--- src/design/dccc_pkg.sv ---
// ----------------------------------------------------------------------------
// dccc_pkg
// Shared constants, types and helpers of the correlation classifier.
// ----------------------------------------------------------------------------
`default_nettype none
package dccc_pkg;

	localparam int MAX_SAMPLES = 64;
	localparam int SAMPLE_BITS = 24;
	localparam int CNT_W       = $clog2(MAX_SAMPLES + 1);
	localparam int SUM_W       = SAMPLE_BITS + CNT_W - 1;
	localparam int SQ_W        = 2 * SAMPLE_BITS + CNT_W - 1;
	localparam int MUL_W       = 64;
	localparam int ADDR_W      = 5;

	localparam logic [2:0] REG_N1   = 3'd0;
	localparam logic [2:0] REG_N2   = 3'd1;
	localparam logic [2:0] REG_PC1  = 3'd2;
	localparam logic [2:0] REG_PC2  = 3'd3;
	localparam logic [2:0] REG_NC1  = 3'd4;
	localparam logic [2:0] REG_NC2  = 3'd5;
	localparam logic [2:0] REG_MODE = 3'd6;

	localparam logic [2:0] MODE_PP = 3'd0;
	localparam logic [2:0] MODE_PN = 3'd1;
	localparam logic [2:0] MODE_NP = 3'd2;
	localparam logic [2:0] MODE_PM = 3'd3;
	localparam logic [2:0] MODE_MP = 3'd4;

	localparam logic signed [15:0] NEUTRAL_HI = 16'sd16384;
	localparam logic signed [15:0] NEUTRAL_LO = -16'sd16384;

	typedef struct packed {
		logic [6:0]         n1;
		logic [6:0]         n2;
		logic signed [15:0] pc1;
		logic signed [15:0] pc2;
		logic signed [15:0] nc1;
		logic signed [15:0] nc2;
		logic [2:0]         mode;
	} cfg_t;

	typedef struct packed {
		logic [SUM_W-1:0] sx;
		logic [SUM_W-1:0] sy;
		logic [SQ_W-1:0]  sxy;
		logic [SQ_W-1:0]  sxx;
		logic [SQ_W-1:0]  syy;
		logic [CNT_W-1:0] n;
		logic             cond2;
		logic             same;
	} job_t;

	function automatic logic [CNT_W-1:0] clamp_count(input logic [6:0] n);
		logic [CNT_W:0] w;
		w = (CNT_W+1)'(n);
		if (w < (CNT_W+1)'(2)) begin
			return CNT_W'(2);
		end else if (w > (CNT_W+1)'(MAX_SAMPLES)) begin
			return CNT_W'(MAX_SAMPLES);
		end
		return CNT_W'(w);
	endfunction

endpackage
`default_nettype wire

--- src/design/dccc_smp_if.sv ---
// ----------------------------------------------------------------------------
// dccc_smp_if
// Sample channel: one beat carries one sample pair.
// ----------------------------------------------------------------------------
`default_nettype none
interface dccc_smp_if;
	logic        valid;
	logic        ready;
	logic [23:0] tf_sample;
	logic [23:0] gene_sample;
	logic        pair_same_id;

	modport source (output valid, tf_sample, gene_sample, pair_same_id, input ready);
	modport sink (input valid, tf_sample, gene_sample, pair_same_id, output ready);
endinterface
`default_nettype wire

--- src/design/dccc_front.sv ---
// ----------------------------------------------------------------------------
// dccc_front
// Takes samples, forms the five sums per condition and queues each closed
// condition as a job.
// ----------------------------------------------------------------------------
`default_nettype none
module dccc_front import dccc_pkg::*; (
	input  wire  logic clk,
	input  wire  logic arst_n,
	input  wire  cfg_t cfg,
	dccc_smp_if.sink   smp,
	output job_t       job,
	output logic       push,
	input  wire  logic full
);

	logic [CNT_W-1:0]       idx_q;
	logic                   cond2_q;
	logic [SUM_W-1:0]       sx_q, sy_q;
	logic [SQ_W-1:0]        sxy_q, sxx_q, syy_q;

	logic                   valid_s1;
	logic [SAMPLE_BITS-1:0] x_s1, y_s1;
	logic [2*SAMPLE_BITS-1:0] pxy_s1, pxx_s1, pyy_s1;
	logic                   last_s1, cond2_s1, same_s1;
	logic [CNT_W-1:0]       n_s1;

	logic                   stall, accept, last;
	logic [CNT_W-1:0]       taken, lim;
	logic [SUM_W-1:0]       sx_n, sy_n;
	logic [SQ_W-1:0]        sxy_n, sxx_n, syy_n;

	assign stall     = valid_s1 && last_s1 && full;
	assign smp.ready = !stall;
	assign accept    = smp.valid && !stall;
	assign taken     = idx_q + CNT_W'(1);
	assign lim       = clamp_count(cond2_q ? cfg.n2 : cfg.n1);
	assign last      = taken >= lim;

	assign sx_n  = sx_q + SUM_W'(x_s1);
	assign sy_n  = sy_q + SUM_W'(y_s1);
	assign sxy_n = sxy_q + SQ_W'(pxy_s1);
	assign sxx_n = sxx_q + SQ_W'(pxx_s1);
	assign syy_n = syy_q + SQ_W'(pyy_s1);

	assign push      = valid_s1 && last_s1 && !full;
	assign job.sx    = sx_n;
	assign job.sy    = sy_n;
	assign job.sxy   = sxy_n;
	assign job.sxx   = sxx_n;
	assign job.syy   = syy_n;
	assign job.n     = n_s1;
	assign job.cond2 = cond2_s1;
	assign job.same  = same_s1;

	always_ff @(posedge clk or negedge arst_n) begin
		if (!arst_n) begin
			idx_q    <= '0;
			cond2_q  <= 1'b0;
			valid_s1 <= 1'b0;
		end else begin
			if (accept) begin
				idx_q <= last ? '0 : taken;
				if (last) begin
					cond2_q <= !cond2_q;
				end
			end
			if (!stall) begin
				valid_s1 <= accept;
			end
		end
	end

	always_ff @(posedge clk) begin
		if (!stall) begin
			x_s1     <= smp.tf_sample;
			y_s1     <= smp.gene_sample;
			pxy_s1   <= smp.tf_sample * smp.gene_sample;
			pxx_s1   <= smp.tf_sample * smp.tf_sample;
			pyy_s1   <= smp.gene_sample * smp.gene_sample;
			last_s1  <= last;
			cond2_s1 <= cond2_q;
			same_s1  <= smp.pair_same_id;
			n_s1     <= taken;
		end
	end

	always_ff @(posedge clk or negedge arst_n) begin
		if (!arst_n) begin
			sx_q  <= '0;
			sy_q  <= '0;
			sxy_q <= '0;
			sxx_q <= '0;
			syy_q <= '0;
		end else if (valid_s1 && !stall) begin
			if (last_s1) begin
				sx_q  <= '0;
				sy_q  <= '0;
				sxy_q <= '0;
				sxx_q <= '0;
				syy_q <= '0;
			end else begin
				sx_q  <= sx_n;
				sy_q  <= sy_n;
				sxy_q <= sxy_n;
				sxx_q <= sxx_n;
				syy_q <= syy_n;
			end
		end
	end

endmodule
`default_nettype wire

--- src/flat_wrapper.sv ---
// flat-port wrapper written by rule: the top's interface ports become plain ports
module dccc_front_flat import dccc_pkg::*;
  (clk, arst_n, cfg, job, push, full, smp_valid, smp_tf_sample, smp_gene_sample, smp_pair_same_id, smp_ready);
  dccc_smp_if smp_i ();
  input  wire  logic clk;
  input  wire  logic arst_n;
  input  wire  cfg_t cfg;
  output job_t job;
  output logic push;
  input  wire  logic full;
  input wire logic [$bits(smp_i.valid)-1:0] smp_valid;
  input wire logic [$bits(smp_i.tf_sample)-1:0] smp_tf_sample;
  input wire logic [$bits(smp_i.gene_sample)-1:0] smp_gene_sample;
  input wire logic [$bits(smp_i.pair_same_id)-1:0] smp_pair_same_id;
  output wire logic [$bits(smp_i.ready)-1:0] smp_ready;
  assign smp_i.valid = smp_valid;
  assign smp_i.tf_sample = smp_tf_sample;
  assign smp_i.gene_sample = smp_gene_sample;
  assign smp_i.pair_same_id = smp_pair_same_id;
  assign smp_ready = smp_i.ready;
  dccc_front u_core (.clk(clk), .arst_n(arst_n), .cfg(cfg), .smp(smp_i), .job(job), .push(push), .full(full));
endmodule
--- config.mk ---
export PLATFORM = sky130hd
export DESIGN_NAME = dccc_front_flat
export DESIGN_NICKNAME = d
export VERILOG_FILES = /design/src/design/dccc_pkg.sv /design/src/design/dccc_smp_if.sv /design/src/design/dccc_front.sv /design/src/flat_wrapper.sv
export SDC_FILE = /design/constraint.sdc
export NUM_CORES = 2
export LEC_CHECK = 0
export ABC_CLOCK_PERIOD_IN_PS = 14700
export BUFFER_PORTS_ARGS = -buffer_cell sky130_fd_sc_hd__clkbuf_2
export CAP_MARGIN = 40
export CELL_PAD_IN_SITES_DETAIL_PLACEMENT = 1
export CELL_PAD_IN_SITES_GLOBAL_PLACEMENT = 2
export CORE_MARGIN = 2
export CORE_UTILIZATION = 30
export DETAILED_ROUTE_END_ITERATION = 8
export PLACE_DENSITY = 0.63
export SKIP_LAST_GASP = 1
export SLEW_MARGIN = 20
export SYNTH_ARGS = -nofsm -noshare
export SYNTH_HDL_FRONTEND = slang
export SYNTH_SLANG_ARGS = --single-unit
export TNS_END_PERCENT = 100
--- constraint.sdc ---
create_clock -name clk -period 14.7 [get_ports clk]
set_input_delay 0.735 -clock clk [delete_from_list [all_inputs] [get_ports clk]]
set_output_delay 0.735 -clock clk [all_outputs]
set_load 0.02 [all_outputs]
==> flow_summary.toml <==
[timing]
fin_crit_sh = 0.599
finalCriticalPeriod_ps = 8810
slew_headroom = 0.397
rsz0062_at_grt = "false"
fmax_ghz = 0.113
setup_slack_ps = 5890
setup_viol = 0
finalClockSkew_ps = 41.1
tns_ps = 0
slew_violations = 0
max_slew.worst_pin.slew_ps = 904
finalHoldViolCount = 0

[place]
portBuffers = 299
pre_cts_slack_ps = 4910
hpwl_um = 190000
place_congestion = 0.820

[cts]
cts-root-buf = "clkbuf_16"
ctsHoldBuffers = 0
clock_latency_ps = 700
cts_resized = 0
cts_buffers = 56
post_cts_buffers = 0
path_clk_slew_ps = 60
cts_max_level = 2
clkSinkCount = 429
cts_tree = "yes"
cts_max_path_buffers = 3

[drt]
ant_nets = 0
routed_via_density = 4.84
dr.first_iter.drc_count = 2697
wl_per_cell_um = 20.9
drc = 0
drt-total-wl_um = 245000
routed-via-count = 56700
first_pass_iters = 5

[worst_setup_path]
worst-endpoint-arrival_ps = 9330
cp_slowest_cell = "clkinv_1"
worst-endpoint-required_ps = 15220
crit_path_max_fanout = 43
crit_path_end_kind = "flop"
path_class = "in2reg"
max_stage_delay_ps = 610
start_kind = "input port"
crit_top_cell = "fa_1"

[synthesis]
synth_compound_area_frac = 0.109
syn_nets = 10400
yosys.area.top_type = "fa_1"
yosys_warnings = 0
yosys.area_share.xor_xnor = 0.0402
synthTopCellsByArea = "fa_1 (35%), ha_1 (12%), inv_1 (8.8%), edfxtp_1 (7.7%), dfrtp_1 (7.5%)"
ys_seq_area_frac = 0.153
synth_top_family_by_area = "adder cells"
synth_top_area_share = 0.346
synth_fa_ha_area_frac = 0.464
synthMuxAreaShare = 0.00249
async_flop_share = 0.538
ys.flop_type = "dfrtp_1"
synth_edf_count = 198
avgSynthCellArea_um2 = 9.37
ys_ff_latch = 429
synth_area_um2 = 76800
syn_inst = 8196
synth_cell_types = 105
synth_simple_gate_area_frac = 0.125

[global_route]
grt_max_degree = 86
grt_pass1_vias = 63400
grt_overflow_total = 0
grt_pass1_wl_um = 384000
antenna_found_initial = 20
grt.total_usage = 0.190

[final_layout]
final_common_cell = "inv_1"
layout.nets = 10500
drive_above_1_share = 0.0688
fin_util = 0.331
layout_common_cells = "inv_1 (1,800), fa_1 (1,329), nand2_1 (836)"
multiInputGateArea_um2 = 56900
area_growth_pct = 9.46
fillCellCount = 29200
ff_latch_area_um2 = 11700

[die]
die_y_um = 510
core_area_um2 = 254000
die-area_um2 = 260000
die_x_um = 510
row_count = 185
floorplan.initialDensity = 0.302
pin_count = 367

[run_status]
status = "complete, no violations"

[min_path]
worst_hold_path_type = "in2async"

[run]
maxCapViolations = 0
==> metrics by stage <==
stage	instances	instance area (µm²)	hold slack (ps)
3_5_place_dp	11600	82100	466
6_report	11700	84100	59.2
2_1_floorplan	8196	76800	423
5_1_grt	11700	84100	110
4_1_cts	11700	83900	80.4
3_3_place_gp	11600	81900	454
==> logic make-up after synthesis <==
family,count (synthesis)
DFF,429
adders and majority gates,2054
xor gates and xnor gates,353
and+or+nand+nor,1977
AOI/OAI and AO/OA,1206
muxes,18
buffers and inverters,2159
==> synth_stat cells, types with 10 or more instances <==
cell,n
ha_1,725
nor2b_1,43
o211ai_1,15
inv_1,1800
o21ai_1,13
a21oi_1,309
o31ai_1,20
or2_2,10
nand2_1,838
xnor2_1,240
nor3_1,40
fa_1,1329
nor2_1,262
nand4_1,51
dfrtp_1,231
a22o_1,175
o21a_1,37
nand2b_1,32
nand3_1,99
and3_1,40
a21o_1,194
and2_1,485
a31oi_1,49
o21ai_0,157
a211oi_1,37
or4_1,13
o21bai_1,52
clkbuf_1,330
edfxtp_1,198
a211o_1,12
xor2_1,113
or3_1,10
==> cell type report <==
type | count | area share
clock buffers | 65 | 0.0174
inverters | 1813 | 0.0809
clock inverters | 37 | 0.00497
flip-flops and latches | 429 | 0.139
repair buffers | 411 | 0.0298
well taps | 3366 | 0.0501
multi-input cells | 5608 | 0.677
diodes | 3 | 0.0000893
==> sequential cells by signal, indices dropped and copies added, names as in the netlist <==
name,cells
u_core.sy_q,30
u_core.valid_s1,1
u_core.sxx_q,54
u_core.x_s1,23
u_core.y_s1,23
u_core.last_s1,1
u_core.cond2_s1,1
u_core.n_s1,7
u_core.pxx_s1,47
u_core.cond2_q,1
u_core.syy_q,54
u_core.sx_q,30
u_core.sxy_q,54
u_core.pyy_s1,47
u_core.pxy_s1,48
u_core.same_s1,1
u_core.idx_q,7
==> worst max-delay path: cells and delay by family <==
family,cells,cell delay (ps)
AO/OA/AOI/OAI,7,1700
buffers and inverters,11,2180
adder cells (fa/ha/maj),8,3820
AND/OR/NAND/NOR,3,840
==> metal layers <==
layer,vias up,part of all wire,track usage
li1,26000,-,-
met1,29900,0.48,0.270
met3,145,0.033,0.0171
met4,8,0.012,0.0252
met2,736,0.48,0.322
met5,-,0.00020,0
==> path summary, 6_finish.rpt <==
check,from,to,slack (ps),depth (start not counted)
setup / recovery,smp_tf_sample[8],u_core.pxy_s1[44],5890,29
hold / removal,arst_n,u_core.idx_q[5],60,1
setup reg to reg,u_core.pxy_s1[0],u_core.sxy_q[46],10550,12
hold reg to reg,u_core.sx_q[2],u_core.sx_q[2],480,2
max in group asynchronous,arst_n,u_core.syy_q[40],12840,4
min in group clk,smp_pair_same_id,u_core.same_s1,210,1
Power is not shown: default switching activity piles up to over one toggle a cycle in this logic, so the estimate is an artifact.
