$ cat config.mk
export PLATFORM = sky130hd
export DESIGN_NAME = dccc_queue
export DESIGN_NICKNAME = d
export VERILOG_FILES = /design/src/design/dccc_pkg.sv /design/src/design/dccc_queue.sv
export SDC_FILE = /design/constraint.sdc
export NUM_CORES = 1
export LEC_CHECK = 0
export BUFFER_PORTS_ARGS = -buffer_cell sky130_fd_sc_hd__buf_4
export CORE_MARGIN = 3
export CORE_UTILIZATION = 47
export DETAILED_ROUTE_END_ITERATION = 7
export GPL_TIMING_DRIVEN = 0
export PLACE_DENSITY = 0.82
export SLEW_MARGIN = 20
export SYNTH_ARGS = -nofsm -noshare
export SYNTH_HDL_FRONTEND = slang
export SYNTH_SLANG_ARGS = --single-unit
$ cat constraint.sdc
create_clock -name clk -period 11.1 [get_ports clk]
set_clock_uncertainty 0.1 [all_clocks]
set_input_delay 0 -clock clk [delete_from_list [all_inputs] [get_ports clk]]
set_output_delay 0 -clock clk [all_outputs]
set_load 0.03 [all_outputs]
$ cat src/design/dccc_pkg.sv
// ----------------------------------------------------------------------------
// dccc_pkg
// Shared constants, types and helpers of the correlation classifier.
// ----------------------------------------------------------------------------
`default_nettype none
package dccc_pkg;

	localparam int MAX_SAMPLES = 64;
	localparam int SAMPLE_BITS = 24;
	localparam int CNT_W       = $clog2(MAX_SAMPLES + 1);
	localparam int SUM_W       = SAMPLE_BITS + CNT_W - 1;
	localparam int SQ_W        = 2 * SAMPLE_BITS + CNT_W - 1;
	localparam int MUL_W       = 64;
	localparam int ADDR_W      = 5;

	localparam logic [2:0] REG_N1   = 3'd0;
	localparam logic [2:0] REG_N2   = 3'd1;
	localparam logic [2:0] REG_PC1  = 3'd2;
	localparam logic [2:0] REG_PC2  = 3'd3;
	localparam logic [2:0] REG_NC1  = 3'd4;
	localparam logic [2:0] REG_NC2  = 3'd5;
	localparam logic [2:0] REG_MODE = 3'd6;

	localparam logic [2:0] MODE_PP = 3'd0;
	localparam logic [2:0] MODE_PN = 3'd1;
	localparam logic [2:0] MODE_NP = 3'd2;
	localparam logic [2:0] MODE_PM = 3'd3;
	localparam logic [2:0] MODE_MP = 3'd4;

	localparam logic signed [15:0] NEUTRAL_HI = 16'sd16384;
	localparam logic signed [15:0] NEUTRAL_LO = -16'sd16384;

	typedef struct packed {
		logic [6:0]         n1;
		logic [6:0]         n2;
		logic signed [15:0] pc1;
		logic signed [15:0] pc2;
		logic signed [15:0] nc1;
		logic signed [15:0] nc2;
		logic [2:0]         mode;
	} cfg_t;

	typedef struct packed {
		logic [SUM_W-1:0] sx;
		logic [SUM_W-1:0] sy;
		logic [SQ_W-1:0]  sxy;
		logic [SQ_W-1:0]  sxx;
		logic [SQ_W-1:0]  syy;
		logic [CNT_W-1:0] n;
		logic             cond2;
		logic             same;
	} job_t;

	function automatic logic [CNT_W-1:0] clamp_count(input logic [6:0] n);
		logic [CNT_W:0] w;
		w = (CNT_W+1)'(n);
		if (w < (CNT_W+1)'(2)) begin
			return CNT_W'(2);
		end else if (w > (CNT_W+1)'(MAX_SAMPLES)) begin
			return CNT_W'(MAX_SAMPLES);
		end
		return CNT_W'(w);
	endfunction

endpackage
`default_nettype wire

$ cat src/design/dccc_queue.sv
// ----------------------------------------------------------------------------
// dccc_queue
// Two-entry job queue between the front and the back.
// ----------------------------------------------------------------------------
`default_nettype none
module dccc_queue import dccc_pkg::*; (
	input  wire  logic clk,
	input  wire  logic arst_n,
	input  wire  job_t wr_job,
	input  wire  logic push,
	output logic       full,
	output job_t       rd_job,
	output logic       avail,
	input  wire  logic pop
);

	job_t       mem_q [2];
	logic       wp_q, rp_q;
	logic [1:0] cnt_q;

	assign full   = cnt_q == 2'd2;
	assign avail  = cnt_q != 2'd0;
	assign rd_job = mem_q[rp_q];

	always_ff @(posedge clk or negedge arst_n) begin
		if (!arst_n) begin
			wp_q  <= 1'b0;
			rp_q  <= 1'b0;
			cnt_q <= 2'd0;
		end else begin
			if (push) begin
				wp_q <= !wp_q;
			end
			if (pop) begin
				rp_q <= !rp_q;
			end
			if (push && !pop) begin
				cnt_q <= cnt_q + 2'd1;
			end else if (pop && !push) begin
				cnt_q <= cnt_q - 2'd1;
			end
		end
	end

	always_ff @(posedge clk) begin
		if (push) begin
			mem_q[wp_q] <= wr_job;
		end
	end

endmodule
`default_nettype wire

==> metrics, run 1 <==
status=finished, final reports clean; Async SR Flop Fraction=0.858%; Ys Warns=0; core area=36800 µm²; root buffer cell=clkbuf_16; post-route worst setup slack=8710 ps; layout cells sized above 1=52.4%; RSZ-0062 raised after global routing=no; Post-CTS Setup Inserts=0; via density per instance=5.04; Buffers on Ports=467; via count=10100; Reg clk slew, reported paths=60 ps; Max transition margin=50.1%; later-pin clock latency in the skew report=550 ps; Seq/Total Area, Yosys=79.4%; DP HPWL=27500 µm; WL/cell=23.2 µm; EDFF count, synth=462; fmax=418 MHz; Cell Rows=70; final hold viol count=0; GRT overflow=0; multiplexer area fraction after synthesis=18.6%; DR iter-0 viols=532; Main synth FF type=edfxtp_1; Synth Register Bits=466; Ports=468; worst slack, placed=8690 ps; first-pass GRT wire length=67100 µm; antenna viol nets, final=0; WP data required=11260 ps; xor/xnor share of the synthesized area=0.249%; 1st-pass router iterations=4; fin cells=2007; CTS Sinks=466; Mean Syn Cell Area=24.0 µm²; Crit Path Max Fanout=24; commonest cells after routing, fill and taps aside=467 x buf_4, 462 x edfxtp_1, 235 x dlygate4sd3_1; vias in the first global route=11300; Multi-input gate area=3370 µm²; DRT Wirelength=46500 µm; Initial Util=47.9%; Layout fillers=2070; Worst Path Arrival=2550 ps; Synthesized Nets=971; CTS tree=built; CTS Hold Bufs=235; # resized after CTS=0; Worst Setup End Kind=flip-flop; peak supply drop=185 µV; H-Tree Depth=2; synthesized area=17600 µm²; die height=200 µm; register area=14000 µm²; most common cell after layout, fill and taps aside=buf_4; fin util=70.4%; Synth Area in Adders=0.0711%; clk buf depth=3; Hold WC Path Type=input pin to flip-flop; TritonCTS buffer count=47; Die Area=39800 µm²; Leak=10.4 nW; Least-Margin Pin Slew=747 ps; Cells after Synth=735; period utilisation layout=21.6%; initial antenna violation count=5; die span in x=200 µm; Layout Nets=1737; gpl congestion=0.735; setup TNS=0 ps; Synth Area in Compound Gates=0%; largest family of logic cells by synthesized area=multiplexers; Critical Path Start Type=flip-flop; Inst Count DP=1685; WS Path Type=flip-flop to flip-flop; drt drc=0; power per cell area=263 nW/µm²; area delta synth->final=47.1%; largest net degree at the start of global routing=51; min cycle time layout=2390 ps; final setup vio count=0; gr usage total=22.6%; Slew Viols, Final=0; Synth Area in Simple Gates=0.163%; Synth cell types=15; Max-Cap Viols=0
## final cells by class
cell class              instances  share of cell area (%)
flip-flops and latches        466                    54.0
repair buffers                717                    24.0
multi-input cells             242                    13.0
clock buffers                  59                    4.88
well taps                     468                    2.26
plain buffers                  26                    1.02
clock inverters                23                   0.720
diodes                          5                  0.0483
inverters                       1                  0.0145
## flip-flops by register name (all words and copies together), names as in the netlist
name,cells
rp_q,1
cnt_q,2
wp_q,1
mem_q,462
## Yosys cell counts, types with 2 or more instances
cell type / number / area, µm²
dfrtp_1: 4 / 100
nor2b_1: 2 / 12.5
mux2_4: 180 / 2700
mux2_2: 51 / 574
buf_2: 5 / 25.0
edfxtp_1: 462 / 13900
buf_6: 20 / 225
xor2_1: 4 / 35.0
## worst max-delay path, stage by stage (launching register included)
cell and delay (ps):
dfrtp_1 430, nor2b_4 620, buf_12 290, buf_16 200, buf_12 200, buf_16 200
## logic make-up after synthesis
kind of cell	after synthesis
fa+ha+maj	1
simple gates	5
mux	231
buf+inv	27
flops	466
xor+xnor	5
## metrics by stage
step                hold WS (ps)  cell area, µm²  power [W]
CTS                         27.9           25900    0.00678
finish                      73.8           25900    0.00680
global placement            -302           21700    0.00522
floorplan                   -396           17600    0.00431
global route                50.1           25900    0.00703
detailed placement          -298           22100    0.00520
## power breakdown
part | total, W | internal (W) | switching [W]
registers | 0.00243 | 0.00233 | 0.0000954
logic | 0.00286 | 0.00125 | 0.00161
clock network | 0.00152 | 0.000873 | 0.000645
total | 0.00680 | 0.00446 | 0.00235
## path summary, 6_finish.rpt
path,start,to,slack (ps),cells past startpoint
max in group asynchronous,arst_n,wp_q,10450,3
hold / removal,wr_job[230],mem_q[1][230],70,2
hold reg to reg,cnt_q[1],cnt_q[1],390,1
setup / recovery,wp_q,mem_q[0][181],8710,5
setup reg to reg,wp_q,mem_q[0][181],8710,5
min in group asynchronous,arst_n,rp_q,280,3
## per-layer routing
layer	track usage [%]	vias to the layer above	wire (µm)
li1	-	4468	-
met1	24.9	5050	16300
met2	41.5	492	24800
met3	6.09	98	3760
met4	8.94	2	1630
met5	0	-	8
Power figures use the tool's default switching activity.
==> inputs of run 2 (changes only) <==
==> constraint.sdc (replaced) <==
create_clock -name clk -period 2.2 [get_ports clk]
set_clock_uncertainty 0.1 [all_clocks]
set_input_delay 0 -clock clk [delete_from_list [all_inputs] [get_ports clk]]
set_output_delay 0 -clock clk [all_outputs]
set_load 0.03 [all_outputs]
==> run 2 against run 1 <==
  * Via count fell by 0.47%
  * Sequential share of layout area down 0.073 points
  * Clock power increased to 5.0 times the previous value
  * Cell area increased by 0.14%
  * Core utilization increased by 0.095 points
  * Critical path depth did not move
  * Sequential power increased to 5.0 times the previous value
  * Sequential cell count is the same
  * Hold slack worse by 7.6 ps
  * First-iteration DRC count decreased by 17%
  * Power increased to 5.0 times the previous value
  * Largest cell class unchanged
==> metrics, run 2 (synthesis results as in run 1) <==
Initial Util=47.9%; later-pin clock latency in the skew report=550 ps; first-pass GRT wire length=65800 µm; Worst Setup End Kind=primary output; gr usage total=22.1%; DRT Wirelength=46100 µm; Die Area=39800 µm²; Crit path max-delay family=buffers and inverters; 1st-pass router iterations=5; Largest Register=mem_q; vias in the first global route=11200; hold_ws=66.2 ps; Seq pwr share=35.7%; drt drc=0; cell mode on critical path=buf_6; via density per instance=5.00; DR iter-0 viols=439; CP max stage cell=dfrtp_1; max reg flops=462; status=finished, final reports clean; layout cells sized above 1=52.4%; peak supply drop=1000 µV; Least-Margin Pin Slew=537 ps; CTS tree=built; final setup vio count=0; Worst Path Arrival=2010 ps; WS Path Type=flip-flop to primary output; post-route worst setup slack=85.9 ps; internal power=0.0224 W; Reg clk slew, reported paths=70 ps; WP data required=2100 ps; gpl congestion=0.749; antenna viol nets, final=0; CTS Sinks=466; Buffers on Ports=467; most common cell after layout, fill and taps aside=buf_4; area delta synth->final=47.3%; worst slack, placed=2.64 ps; RSZ-0062 raised after global routing=yes; fmax=473 MHz; Hold WC Path Type=input pin to flip-flop; DP HPWL=26800 µm; TritonCTS buffer count=48; slowest stage delay, CP=350 ps; sw frac=34.6%; Layout Nets=1742; commonest cells after routing, fill and taps aside=470 x buf_4, 462 x edfxtp_1, 235 x dlygate4sd3_1; GRT overflow=0; critical-path cell list=buf_6, buf_8, buf_6, mux2_4, buf_4; WL/cell=22.9 µm; Max-Cap Viols=0; die span in x=200 µm; period utilisation layout=96.1%; via count=10100; largest net degree at the start of global routing=56; final hold viol count=0; Crit Path Max Fanout=10; top flop regs=mem_q x462, cnt_q x2; Ports=468; clk buf depth=3; min cycle time layout=2110 ps; Critical Path Start Type=flip-flop; initial antenna violation count=4; switching pwr=0.0119 W; Cell Rows=70; Leak=10.4 nW; die height=200 µm; Max transition margin=64.2%; core area=36800 µm²; root buffer cell=clkbuf_16; power per cell area=1320 nW/µm²; Crit path buffers/inverters=4; clock power share=22.2%; H-Tree Depth=2; Slew Viols, Final=0; Logic pwr share=42.1%
[run 2: changes by cell type in the layout (fill, tap and decap cells not counted), moves of 2 or more]
cell	previous run	this run
buf_4	467	470
bufinv_16	3	1
clkbuf_1	10	17
clkbuf_8	0	3
clkinv_1	10	8
diode_2	5	3
[run 2: metrics by stage]
step                      instance area, µm²  cells  total power, W  util (%)  setup TNS [ps]
after floorplan                        17600    735          0.0215         -         -874830
after global placement                 21700   1670          0.0257      59.0        -1637440
after detailed placement               22100   1685          0.0263      60.0               0
after CTS                              25900   2010          0.0343      70.4               0
after global routing                   25900   2014          0.0355      70.5           -2.43
final                                  25900   2014          0.0343      70.5               0
[run 2: worst paths after layout]
check,start,to,slack [ps],cells past startpoint
worst max-delay path,rp_q,rd_job[103],90,5
worst min-delay path,wr_job[165],mem_q[1][165],70,2
worst min register to register,cnt_q[1],cnt_q[1],400,1
worst max register to register,wp_q,mem_q[1][176],180,3
min in group asynchronous,arst_n,cnt_q[0],250,3
max in group asynchronous,arst_n,wp_q,1570,3
[run 2: power by group through the flow]
stage	Combinational (W)	Sequential, W	Clock (W)
after floorplan	0.00910	0.0124	0
after global placement	0.0132	0.0125	0
after detailed placement	0.0139	0.0124	0
after CTS	0.0144	0.0122	0.00768
after global routing	0.0150	0.0124	0.00813
final	0.0145	0.0122	0.00760
[run 2: repair_timing]
action / in CTS / in global routing
gates cloned: 0 / 1
resized for setup: 0 / 1
hold buffers: 235 / 0
buffers inserted: 3 / 0
hold endpoints to repair: 493 / 0
setup endpoints to repair: 23 / 89
pin swaps: 0 / 1
[run 2: layout make-up]
| cell class | count | area (µm²) |
|---|---|---|
| Inverter | 1 | 3.75 |
| Sequential cell | 466 | 14000 |
| Clock buffer | 69 | 1330 |
| Timing Repair Buffer | 720 | 6260 |
| Antenna cell | 3 | 7.51 |
| Clock inverter | 18 | 118 |
| Multi-Input combinational cell | 243 | 3380 |
| Buffer | 26 | 269 |
| Fill cell | 2155 | 10900 |
| Tap cell | 468 | 586 |
[run 2: routing by layer]
layer,vias up,GRT usage (%),routed length [µm]
met4,2,10.5,1950
met2,441,40.9,25200
met5,-,0,13
met3,105,5.55,3180
met1,5029,23.7,15700
li1,4485,-,-
