## src/design/dccc_pkg.sv

```systemverilog
// ----------------------------------------------------------------------------
// dccc_pkg
// Shared constants, types and helpers of the correlation classifier.
// ----------------------------------------------------------------------------
`default_nettype none
package dccc_pkg;

	localparam int MAX_SAMPLES = 64;
	localparam int SAMPLE_BITS = 24;
	localparam int CNT_W       = $clog2(MAX_SAMPLES + 1);
	localparam int SUM_W       = SAMPLE_BITS + CNT_W - 1;
	localparam int SQ_W        = 2 * SAMPLE_BITS + CNT_W - 1;
	localparam int MUL_W       = 64;
	localparam int ADDR_W      = 5;

	localparam logic [2:0] REG_N1   = 3'd0;
	localparam logic [2:0] REG_N2   = 3'd1;
	localparam logic [2:0] REG_PC1  = 3'd2;
	localparam logic [2:0] REG_PC2  = 3'd3;
	localparam logic [2:0] REG_NC1  = 3'd4;
	localparam logic [2:0] REG_NC2  = 3'd5;
	localparam logic [2:0] REG_MODE = 3'd6;

	localparam logic [2:0] MODE_PP = 3'd0;
	localparam logic [2:0] MODE_PN = 3'd1;
	localparam logic [2:0] MODE_NP = 3'd2;
	localparam logic [2:0] MODE_PM = 3'd3;
	localparam logic [2:0] MODE_MP = 3'd4;

	localparam logic signed [15:0] NEUTRAL_HI = 16'sd16384;
	localparam logic signed [15:0] NEUTRAL_LO = -16'sd16384;

	typedef struct packed {
		logic [6:0]         n1;
		logic [6:0]         n2;
		logic signed [15:0] pc1;
		logic signed [15:0] pc2;
		logic signed [15:0] nc1;
		logic signed [15:0] nc2;
		logic [2:0]         mode;
	} cfg_t;

	typedef struct packed {
		logic [SUM_W-1:0] sx;
		logic [SUM_W-1:0] sy;
		logic [SQ_W-1:0]  sxy;
		logic [SQ_W-1:0]  sxx;
		logic [SQ_W-1:0]  syy;
		logic [CNT_W-1:0] n;
		logic             cond2;
		logic             same;
	} job_t;

	function automatic logic [CNT_W-1:0] clamp_count(input logic [6:0] n);
		logic [CNT_W:0] w;
		w = (CNT_W+1)'(n);
		if (w < (CNT_W+1)'(2)) begin
			return CNT_W'(2);
		end else if (w > (CNT_W+1)'(MAX_SAMPLES)) begin
			return CNT_W'(MAX_SAMPLES);
		end
		return CNT_W'(w);
	endfunction

endpackage
`default_nettype wire

```

## src/design/dccc_res_if.sv

```systemverilog
// ----------------------------------------------------------------------------
// dccc_res_if
// Result channel: one beat carries the classification of one pair.
// ----------------------------------------------------------------------------
`default_nettype none
interface dccc_res_if;
	logic               valid;
	logic               ready;
	logic signed [15:0] r_cond1;
	logic signed [15:0] r_cond2;
	logic               is_edge;
	logic               degenerate;
	logic [31:0]        edge_index;

	modport source (output valid, r_cond1, r_cond2, is_edge, degenerate, edge_index,
		input ready);
	modport sink (input valid, r_cond1, r_cond2, is_edge, degenerate, edge_index,
		output ready);
endinterface
`default_nettype wire

```

## src/design/dccc_mul.sv

```systemverilog
// ----------------------------------------------------------------------------
// dccc_mul
// Shift-and-add multiplier, one multiplier bit per cycle.
// ----------------------------------------------------------------------------
`default_nettype none
module dccc_mul import dccc_pkg::*; (
	input  wire  logic             clk,
	input  wire  logic             arst_n,
	input  wire  logic             start,
	input  wire  logic [MUL_W-1:0] a,
	input  wire  logic [MUL_W-1:0] b,
	output logic                   done,
	output logic [2*MUL_W-1:0]     p
);

	localparam int STEP_W = $clog2(MUL_W);

	logic [MUL_W-1:0]   a_q;
	logic [2*MUL_W-1:0] prod_q;
	logic               busy_q, done_q;
	logic [STEP_W-1:0]  step_q;
	logic [MUL_W:0]     hi;

	assign hi   = {1'b0, prod_q[2*MUL_W-1:MUL_W]} + (prod_q[0] ? {1'b0, a_q} : '0);
	assign done = done_q;
	assign p    = prod_q;

	always_ff @(posedge clk or negedge arst_n) begin
		if (!arst_n) begin
			busy_q <= 1'b0;
			done_q <= 1'b0;
			step_q <= '0;
		end else begin
			done_q <= !start && busy_q && (step_q == STEP_W'(MUL_W - 1));
			if (start) begin
				busy_q <= 1'b1;
				step_q <= '0;
			end else if (busy_q) begin
				step_q <= step_q + STEP_W'(1);
				if (step_q == STEP_W'(MUL_W - 1)) begin
					busy_q <= 1'b0;
				end
			end
		end
	end

	always_ff @(posedge clk) begin
		if (start) begin
			a_q    <= a;
			prod_q <= {{MUL_W{1'b0}}, b};
		end else if (busy_q) begin
			prod_q <= {hi, prod_q[MUL_W-1:1]};
		end
	end

endmodule
`default_nettype wire

```

## src/design/dccc_back.sv

```systemverilog
// ----------------------------------------------------------------------------
// dccc_back
// Computes one correlation per job with a shared multiplier, a square root
// and a divider, then classifies each pair and holds the result beat.
// ----------------------------------------------------------------------------
`default_nettype none
module dccc_back import dccc_pkg::*; (
	input  wire  logic clk,
	input  wire  logic arst_n,
	input  wire  cfg_t cfg,
	input  wire  job_t job,
	input  wire  logic avail,
	output logic       pop,
	dccc_res_if.source res
);

	typedef enum logic [5:0] {
		ST_IDLE = 6'b000001,
		ST_MUL  = 6'b000010,
		ST_SQRT = 6'b000100,
		ST_DCHK = 6'b001000,
		ST_DIV  = 6'b010000,
		ST_DONE = 6'b100000
	} state_t;

	state_t             state_q;
	job_t               job_q;
	logic [2:0]         op_q;
	logic               start_q;
	logic [MUL_W-1:0]   a_q, t_q, mag_q, vx_q, vy_q;
	logic               neg_q, deg_q;
	logic [2*MUL_W-1:0] v_q;
	logic [MUL_W+3:0]   srem_q;
	logic [MUL_W-1:0]   root_q, drem_q;
	logic [5:0]         cnt_q;
	logic [15:0]        frac_q;
	logic signed [15:0] held_r_q;
	logic               held_deg_q;
	logic [31:0]        edges_q;
	logic               rvalid_q;

	logic [MUL_W-1:0]   ma, mb, pl, dv, den;
	logic               mdone;
	logic [2*MUL_W-1:0] mp;
	logic [MUL_W+3:0]   ssh, trial;
	logic [MUL_W:0]     d2;
	logic signed [15:0] r, r1;
	logic               edge_hit, anydeg;
	logic               start_n, emit;

	dccc_mul u_mul (
		.clk    (clk),
		.arst_n (arst_n),
		.start  (start_q),
		.a      (ma),
		.b      (mb),
		.done   (mdone),
		.p      (mp)
	);

	always_comb begin
		unique case (op_q)
			3'd0: begin ma = MUL_W'(job_q.n);  mb = MUL_W'(job_q.sxy); end
			3'd1: begin ma = MUL_W'(job_q.sx); mb = MUL_W'(job_q.sy);  end
			3'd2: begin ma = MUL_W'(job_q.n);  mb = MUL_W'(job_q.sxx); end
			3'd3: begin ma = MUL_W'(job_q.sx); mb = MUL_W'(job_q.sx);  end
			3'd4: begin ma = MUL_W'(job_q.n);  mb = MUL_W'(job_q.syy); end
			3'd5: begin ma = MUL_W'(job_q.sy); mb = MUL_W'(job_q.sy);  end
			default: begin ma = vx_q; mb = vy_q; end
		endcase
	end

	assign pl    = mp[MUL_W-1:0];
	assign dv    = t_q - pl;
	assign ssh   = {srem_q[MUL_W+1:0], v_q[2*MUL_W-1:2*MUL_W-2]};
	assign trial = {2'b00, root_q, 2'b01};
	assign den   = (root_q == '0) ? MUL_W'(1) : root_q;
	assign d2    = {drem_q, 1'b0};

	assign r  = neg_q ? -$signed(frac_q) : (frac_q[15] ? 16'sh7fff : $signed(frac_q));
	assign r1 = held_r_q;
	assign anydeg = deg_q || held_deg_q;

	assign start_n = ((state_q == ST_IDLE) && avail && job.sx != '0 && job.sy != '0)
		|| ((state_q == ST_MUL) && mdone && op_q != 3'd6
		&& !(op_q == 3'd5 && (vx_q == '0 || dv == '0)));
	assign emit    = (state_q == ST_DONE) && job_q.cond2 && (!rvalid_q || res.ready);

	always_comb begin
		priority case (cfg.mode)
			MODE_PP: edge_hit = r1 >= cfg.pc1 && r >= cfg.pc2;
			MODE_PN: edge_hit = r1 >= cfg.pc1 && r < NEUTRAL_HI && r >= NEUTRAL_LO;
			MODE_NP: edge_hit = r >= cfg.pc2 && r1 < NEUTRAL_HI && r1 >= NEUTRAL_LO;
			MODE_PM: edge_hit = r1 >= cfg.pc1 && r < cfg.nc2;
			MODE_MP: edge_hit = r >= cfg.pc2 && r1 < cfg.nc1;
			default: edge_hit = 1'b0;
		endcase
		if (job_q.same || anydeg) begin
			edge_hit = 1'b0;
		end
	end

	assign pop       = (state_q == ST_IDLE) && avail;
	assign res.valid = rvalid_q;

	always_ff @(posedge clk or negedge arst_n) begin
		if (!arst_n) begin
			state_q    <= ST_IDLE;
			start_q    <= 1'b0;
			op_q       <= 3'd0;
			held_r_q   <= '0;
			held_deg_q <= 1'b0;
			edges_q    <= '0;
			rvalid_q   <= 1'b0;
		end else begin
			start_q <= start_n;
			if (emit) begin
				rvalid_q <= 1'b1;
			end else if (rvalid_q && res.ready) begin
				rvalid_q <= 1'b0;
			end
			unique case (state_q)
				ST_IDLE: begin
					if (avail) begin
						op_q <= 3'd0;
						if (job.sx == '0 || job.sy == '0) begin
							state_q <= ST_DONE;
						end else begin
							state_q <= ST_MUL;
						end
					end
				end
				ST_MUL: begin
					if (mdone) begin
						if (op_q == 3'd6) begin
							state_q <= ST_SQRT;
						end else if (op_q == 3'd5 && (vx_q == '0 || dv == '0)) begin
							state_q <= ST_DONE;
						end else begin
							op_q <= op_q + 3'd1;
						end
					end
				end
				ST_SQRT: begin
					if (cnt_q == 6'd63) begin
						state_q <= ST_DCHK;
					end
				end
				ST_DCHK: begin
					state_q <= (mag_q >= den) ? ST_DONE : ST_DIV;
				end
				ST_DIV: begin
					if (cnt_q == 6'd14) begin
						state_q <= ST_DONE;
					end
				end
				ST_DONE: begin
					if (!job_q.cond2) begin
						held_r_q   <= r;
						held_deg_q <= deg_q;
						state_q    <= ST_IDLE;
					end else if (emit) begin
						if (edge_hit && edges_q != 32'hffff_ffff) begin
							edges_q <= edges_q + 32'd1;
						end
						state_q <= ST_IDLE;
					end
				end
				default: state_q <= ST_IDLE;
			endcase
		end
	end

	always_ff @(posedge clk) begin
		unique case (state_q)
			ST_IDLE: begin
				job_q  <= job;
				frac_q <= '0;
				neg_q  <= 1'b0;
				deg_q  <= 1'b0;
			end
			ST_MUL: begin
				if (mdone) begin
					unique case (op_q)
						3'd0: a_q <= pl;
						3'd1: begin
							neg_q <= a_q < pl;
							mag_q <= (a_q < pl) ? pl - a_q : a_q - pl;
						end
						3'd2: t_q <= pl;
						3'd3: vx_q <= dv;
						3'd4: t_q <= pl;
						3'd5: begin
							vy_q <= dv;
							if (vx_q == '0 || dv == '0) begin
								deg_q <= 1'b1;
								neg_q <= 1'b0;
							end
						end
						default: begin
							v_q    <= mp;
							srem_q <= '0;
							root_q <= '0;
							cnt_q  <= '0;
						end
					endcase
				end
			end
			ST_SQRT: begin
				cnt_q <= cnt_q + 6'd1;
				v_q   <= {v_q[2*MUL_W-3:0], 2'b00};
				if (ssh >= trial) begin
					srem_q <= ssh - trial;
					root_q <= {root_q[MUL_W-2:0], 1'b1};
				end else begin
					srem_q <= ssh;
					root_q <= {root_q[MUL_W-2:0], 1'b0};
				end
			end
			ST_DCHK: begin
				cnt_q  <= '0;
				drem_q <= mag_q;
				root_q <= den;
				frac_q <= (mag_q >= den) ? 16'h8000 : 16'h0000;
			end
			ST_DIV: begin
				cnt_q <= cnt_q + 6'd1;
				if (d2 >= {1'b0, root_q}) begin
					drem_q <= MUL_W'(d2 - {1'b0, root_q});
					frac_q <= {frac_q[14:0], 1'b1};
				end else begin
					drem_q <= MUL_W'(d2);
					frac_q <= {frac_q[14:0], 1'b0};
				end
			end
			ST_DONE: begin
				if (emit) begin
					res.r_cond1    <= r1;
					res.r_cond2    <= r;
					res.is_edge    <= edge_hit;
					res.degenerate <= anydeg;
					res.edge_index <= edges_q;
				end
			end
			default: begin
				cnt_q <= cnt_q;
			end
		endcase
	end

endmodule
`default_nettype wire

```

## src/flat_wrapper.sv

```systemverilog
// flat-port wrapper written by rule: the top's interface ports become plain ports
module dccc_back_flat import dccc_pkg::*;
  (clk, arst_n, cfg, job, avail, pop, res_valid, res_r_cond1, res_r_cond2, res_is_edge, res_degenerate, res_edge_index, res_ready);
  dccc_res_if res_i ();
  input  wire  logic clk;
  input  wire  logic arst_n;
  input  wire  cfg_t cfg;
  input  wire  job_t job;
  input  wire  logic avail;
  output logic pop;
  output wire logic [$bits(res_i.valid)-1:0] res_valid;
  output wire logic [$bits(res_i.r_cond1)-1:0] res_r_cond1;
  output wire logic [$bits(res_i.r_cond2)-1:0] res_r_cond2;
  output wire logic [$bits(res_i.is_edge)-1:0] res_is_edge;
  output wire logic [$bits(res_i.degenerate)-1:0] res_degenerate;
  output wire logic [$bits(res_i.edge_index)-1:0] res_edge_index;
  input wire logic [$bits(res_i.ready)-1:0] res_ready;
  assign res_valid = res_i.valid;
  assign res_r_cond1 = res_i.r_cond1;
  assign res_r_cond2 = res_i.r_cond2;
  assign res_is_edge = res_i.is_edge;
  assign res_degenerate = res_i.degenerate;
  assign res_edge_index = res_i.edge_index;
  assign res_i.ready = res_ready;
  dccc_back u_core (.clk(clk), .arst_n(arst_n), .cfg(cfg), .job(job), .avail(avail), .pop(pop), .res(res_i));
endmodule
```

## config.mk

```make
export PLATFORM = sky130hd
export DESIGN_NAME = dccc_back_flat
export DESIGN_NICKNAME = d
export VERILOG_FILES = /design/src/design/dccc_pkg.sv /design/src/design/dccc_res_if.sv /design/src/design/dccc_mul.sv /design/src/design/dccc_back.sv /design/src/flat_wrapper.sv
export SDC_FILE = /design/constraint.sdc
export NUM_CORES = 2
export LEC_CHECK = 0
export BUFFER_PORTS_ARGS = -buffer_cell sky130_fd_sc_hd__buf_4
export CAP_MARGIN = 20
export CELL_PAD_IN_SITES_DETAIL_PLACEMENT = 1
export CELL_PAD_IN_SITES_GLOBAL_PLACEMENT = 1
export CORE_MARGIN = 3
export CORE_UTILIZATION = 51
export CTS_BUF_LIST = sky130_fd_sc_hd__clkbuf_4
export DETAILED_ROUTE_END_ITERATION = 8
export PLACE_DENSITY_LB_ADDON = 0.1
export SYNTH_ARGS = -nofsm -noshare
export SYNTH_HDL_FRONTEND = slang
export SYNTH_SLANG_ARGS = --single-unit
```

## constraint.sdc

```tcl
create_clock -name clk -period 30.4 [get_ports clk]
set_input_delay 3.04 -clock clk [delete_from_list [all_inputs] [get_ports clk]]
set_output_delay 3.04 -clock clk [all_outputs]
set_load 0.01 [all_outputs]
```

==> qor.txt <==
switching share of power = 0.427
TritonRoute pass-1 iters = 8
cell-internal power = 4.34 mW
WHS = 0.458 ns
# fillers = 15,700
Max-slew headroom = 0.170
Worst EP arrival = 3.78 ns
Core Area = 142,000 um^2
Pleak = 33.8 nW
Synth-to-Final Area Change = 12.1%
Worst VDD drop = 0.0704 mV
Post-Route WL = 244,000 um
commonest non-fill, non-tap cell in the layout = edfxtp_1
clk_skew = 0.128 ns
fin. max-slew vios = 0
Synth Instances = 7,271
die outline height = 385 um
later-pin clock latency in the skew report = 1.33 ns
CTS buffer count = 352
Mapped Area = 73,200 um^2
MaxCap Viol Count = 0
syn avg cell area = 10.1 um^2
CP max FO = 8
Root Driver = clkbuf_4
ys flop type = edfxtp_1
Hold Buf Count CTS = 0
wire per inst = 24.7 um
vias in the first global route = 62,300
RSZ-0062 raised after global routing = false
H-Tree Depth = 5
NetSw = 3.23 mW
setup TNS = 0 ns
WS Path Type = flip-flop to output port
Post-synth EDFFs = 1,091
Seq/Total Area, Yosys = 0.488
Power Density = 92.3 nW/um^2
Startpoint Class = flip-flop
port buffer count = 369
Core Rows = 138
first-pass GRT wire length = 371,000 um
antenna-violating nets left = 0
Die W = 385 um
Ys Warns = 0
sequential fraction of design power = 0.347
register area = 35,800 um^2
vias post-DR = 60,600
DR vias/cell = 6.14
final net count = 8,550
Synth Register Bits = 1,223
Reg clk slew, reported paths = 0.07 ns
final setup fails = 0
Post-route DRC = 0
Yosys cell types = 106
Starting Density = 0.515
remaining global-route overflow = 0
Post-CTS Setup Inserts = 0
outcome = finished clean
GPL Wtd Cong = 0.927
clock share of power = 0.200
initial antenna violation count = 9
Post-DP HPWL = 186,000 um
largest net degree at the start of global routing = 187
fin crit period = 6.82 ns
Total GRT Usage = 0.324
Synth async-reset ratio = 0.0556
multi-input logic area = 34,500 um^2
Initial DRC Count = 5,270
clk sinks = 1,223
most frequent cells in the layout = 1,091 x edfxtp_1, 773 x nand2_1, 661 x a21oi_1
Longest Clk Path Bufs = 4
Synthesized Nets = 8,112
period utilisation layout = 0.224
max frequency = 147 MHz
Req. time, crit path = 27.36 ns
slew of the pin with the lowest slew margin = 1.23 ns
CTS resizes = 0
Hold Fails Final Rpt = 0
I/O pin total = 384
Die Area = 148,000 um^2
CP Capture Type = output port
layout cell share with drive strength beyond 1 = 0.141
Gate power share = 0.453
Hold Crit Class = flip-flop to flip-flop
CTS tree = built
-- power by group through the flow --
stage / Sequential, mW / Clock (mW) / Combinational, mW
2_1_floorplan: 2.61 / 0 / 2.27
3_3_place_gp: 2.63 / 0 / 3.25
3_5_place_dp: 2.65 / 0 / 3.35
4_1_cts: 2.62 / 1.55 / 3.38
5_1_grt: 2.65 / 1.64 / 3.74
6_report: 2.63 / 1.52 / 3.43
-- final timing paths --
check,startpoint,endpoint,slack (ns),cells past startpoint
min in group asynchronous,arst_n,u_core.edges_q[31],1.60,1
max in group asynchronous,arst_n,u_core.op_q[2],27.39,2
hold reg to reg,u_core.v_q[14],u_core.v_q[16],0.46,2
setup / recovery,u_core.state_q[2],pop,23.58,4
setup reg to reg,u_core.u_mul.p[9],u_core.deg_q,24.13,14
hold / removal,u_core.v_q[14],u_core.v_q[16],0.46,2
-- critical path, cell delays in order, from the launching register on --
cell,delay (ns)
dfrtp_1,0.43
or4_1,0.58
nor3b_2,0.87
and2_1,0.46
buf_4,0.19
-- layout make-up --
| class | instances | share of cell area |
|---|---|---|
| Timing Repair Buffer | 437 | 0.0404 |
| Clock buffer | 521 | 0.0477 |
| Tap cell | 1890 | 0.0288 |
| Multi-Input combinational cell | 5239 | 0.421 |
| Inverter | 456 | 0.0209 |
| Sequential cell | 1223 | 0.436 |
| Clock inverter | 94 | 0.00494 |
| Antenna cell | 17 | 0.000519 |
-- synthesized netlist by cell type, types with 73 or more instances --
master	count	share of area
nor2_1	492	0.025
nand4_1	152	0.013
o21bai_1	81	0.0083
nand3_1	112	0.0077
a21oi_1	661	0.045
o22ai_1	74	0.0063
clkbuf_1	306	0.016
edfxtp_1	1091	0.45
and2_1	105	0.0090
xor2_1	146	0.017
nor3_1	93	0.0064
and3_1	93	0.0079
mux2i_1	73	0.010
ha_1	520	0.089
nand2_1	775	0.040
nor4_1	77	0.0066
inv_1	454	0.023
o21ai_0	474	0.032
xnor2_1	177	0.021
a21o_1	270	0.028
-- cell families after synthesis --
logic type | Yosys count | share of synthesized area
DFF | 1223 | 0.488
AOI/OAI and AO/OA | 2106 | 0.182
buffers and inverters | 809 | 0.0419
adders and majority gates | 525 | 0.0903
xor gates and xnor gates | 323 | 0.0386
and+or+nand+nor | 2151 | 0.140
muxes | 134 | 0.0194
-- state kept, by name, summed over array words and instances (netlist names), 16 cells and up --
signal / count
u_core.res.r_cond2: 16
u_core.frac_q: 16
u_core.res.edge_index: 32
u_core.res.r_cond1: 16
u_core.srem_q: 66
u_core.a_q: 64
u_core.mag_q: 64
u_core.v_q: 128
u_core.u_mul.a_q: 64
u_core.drem_q: 64
u_core.edges_q: 32
u_core.vx_q: 64
u_core.t_q: 64
u_core.u_mul.p: 128
u_core.held_r_q: 16
u_core.root_q: 64
u_core.vy_q: 64
u_core.job_q: 231
-- metal layers --
metal	vias to the layer above	global-route usage	part of all wire
met3	513	0.0478	0.063
met5	-	0	0.00016
met4	6	0.152	0.051
met2	2184	0.512	0.45
li1	27900	-	-
met1	30000	0.441	0.43
-- through the flow --
| stage | util | instance area (um^2) | power (mW) | setup slack, ns | std cells |
|---|---|---|---|---|---|
| after floorplan | - | 73200 | 4.89 | 8.07 | 7271 |
| after global placement | 0.546 | 77600 | 5.87 | 23.31 | 9241 |
| after detailed placement | 0.546 | 77600 | 6.00 | 23.21 | 9242 |
| after CTS | 0.577 | 82000 | 7.55 | 23.52 | 9857 |
| after global routing | 0.577 | 82000 | 8.04 | 23.30 | 9869 |
| final | 0.577 | 82000 | 7.57 | 23.58 | 9877 |
Note: power is estimated with default switching activity, not from simulation.
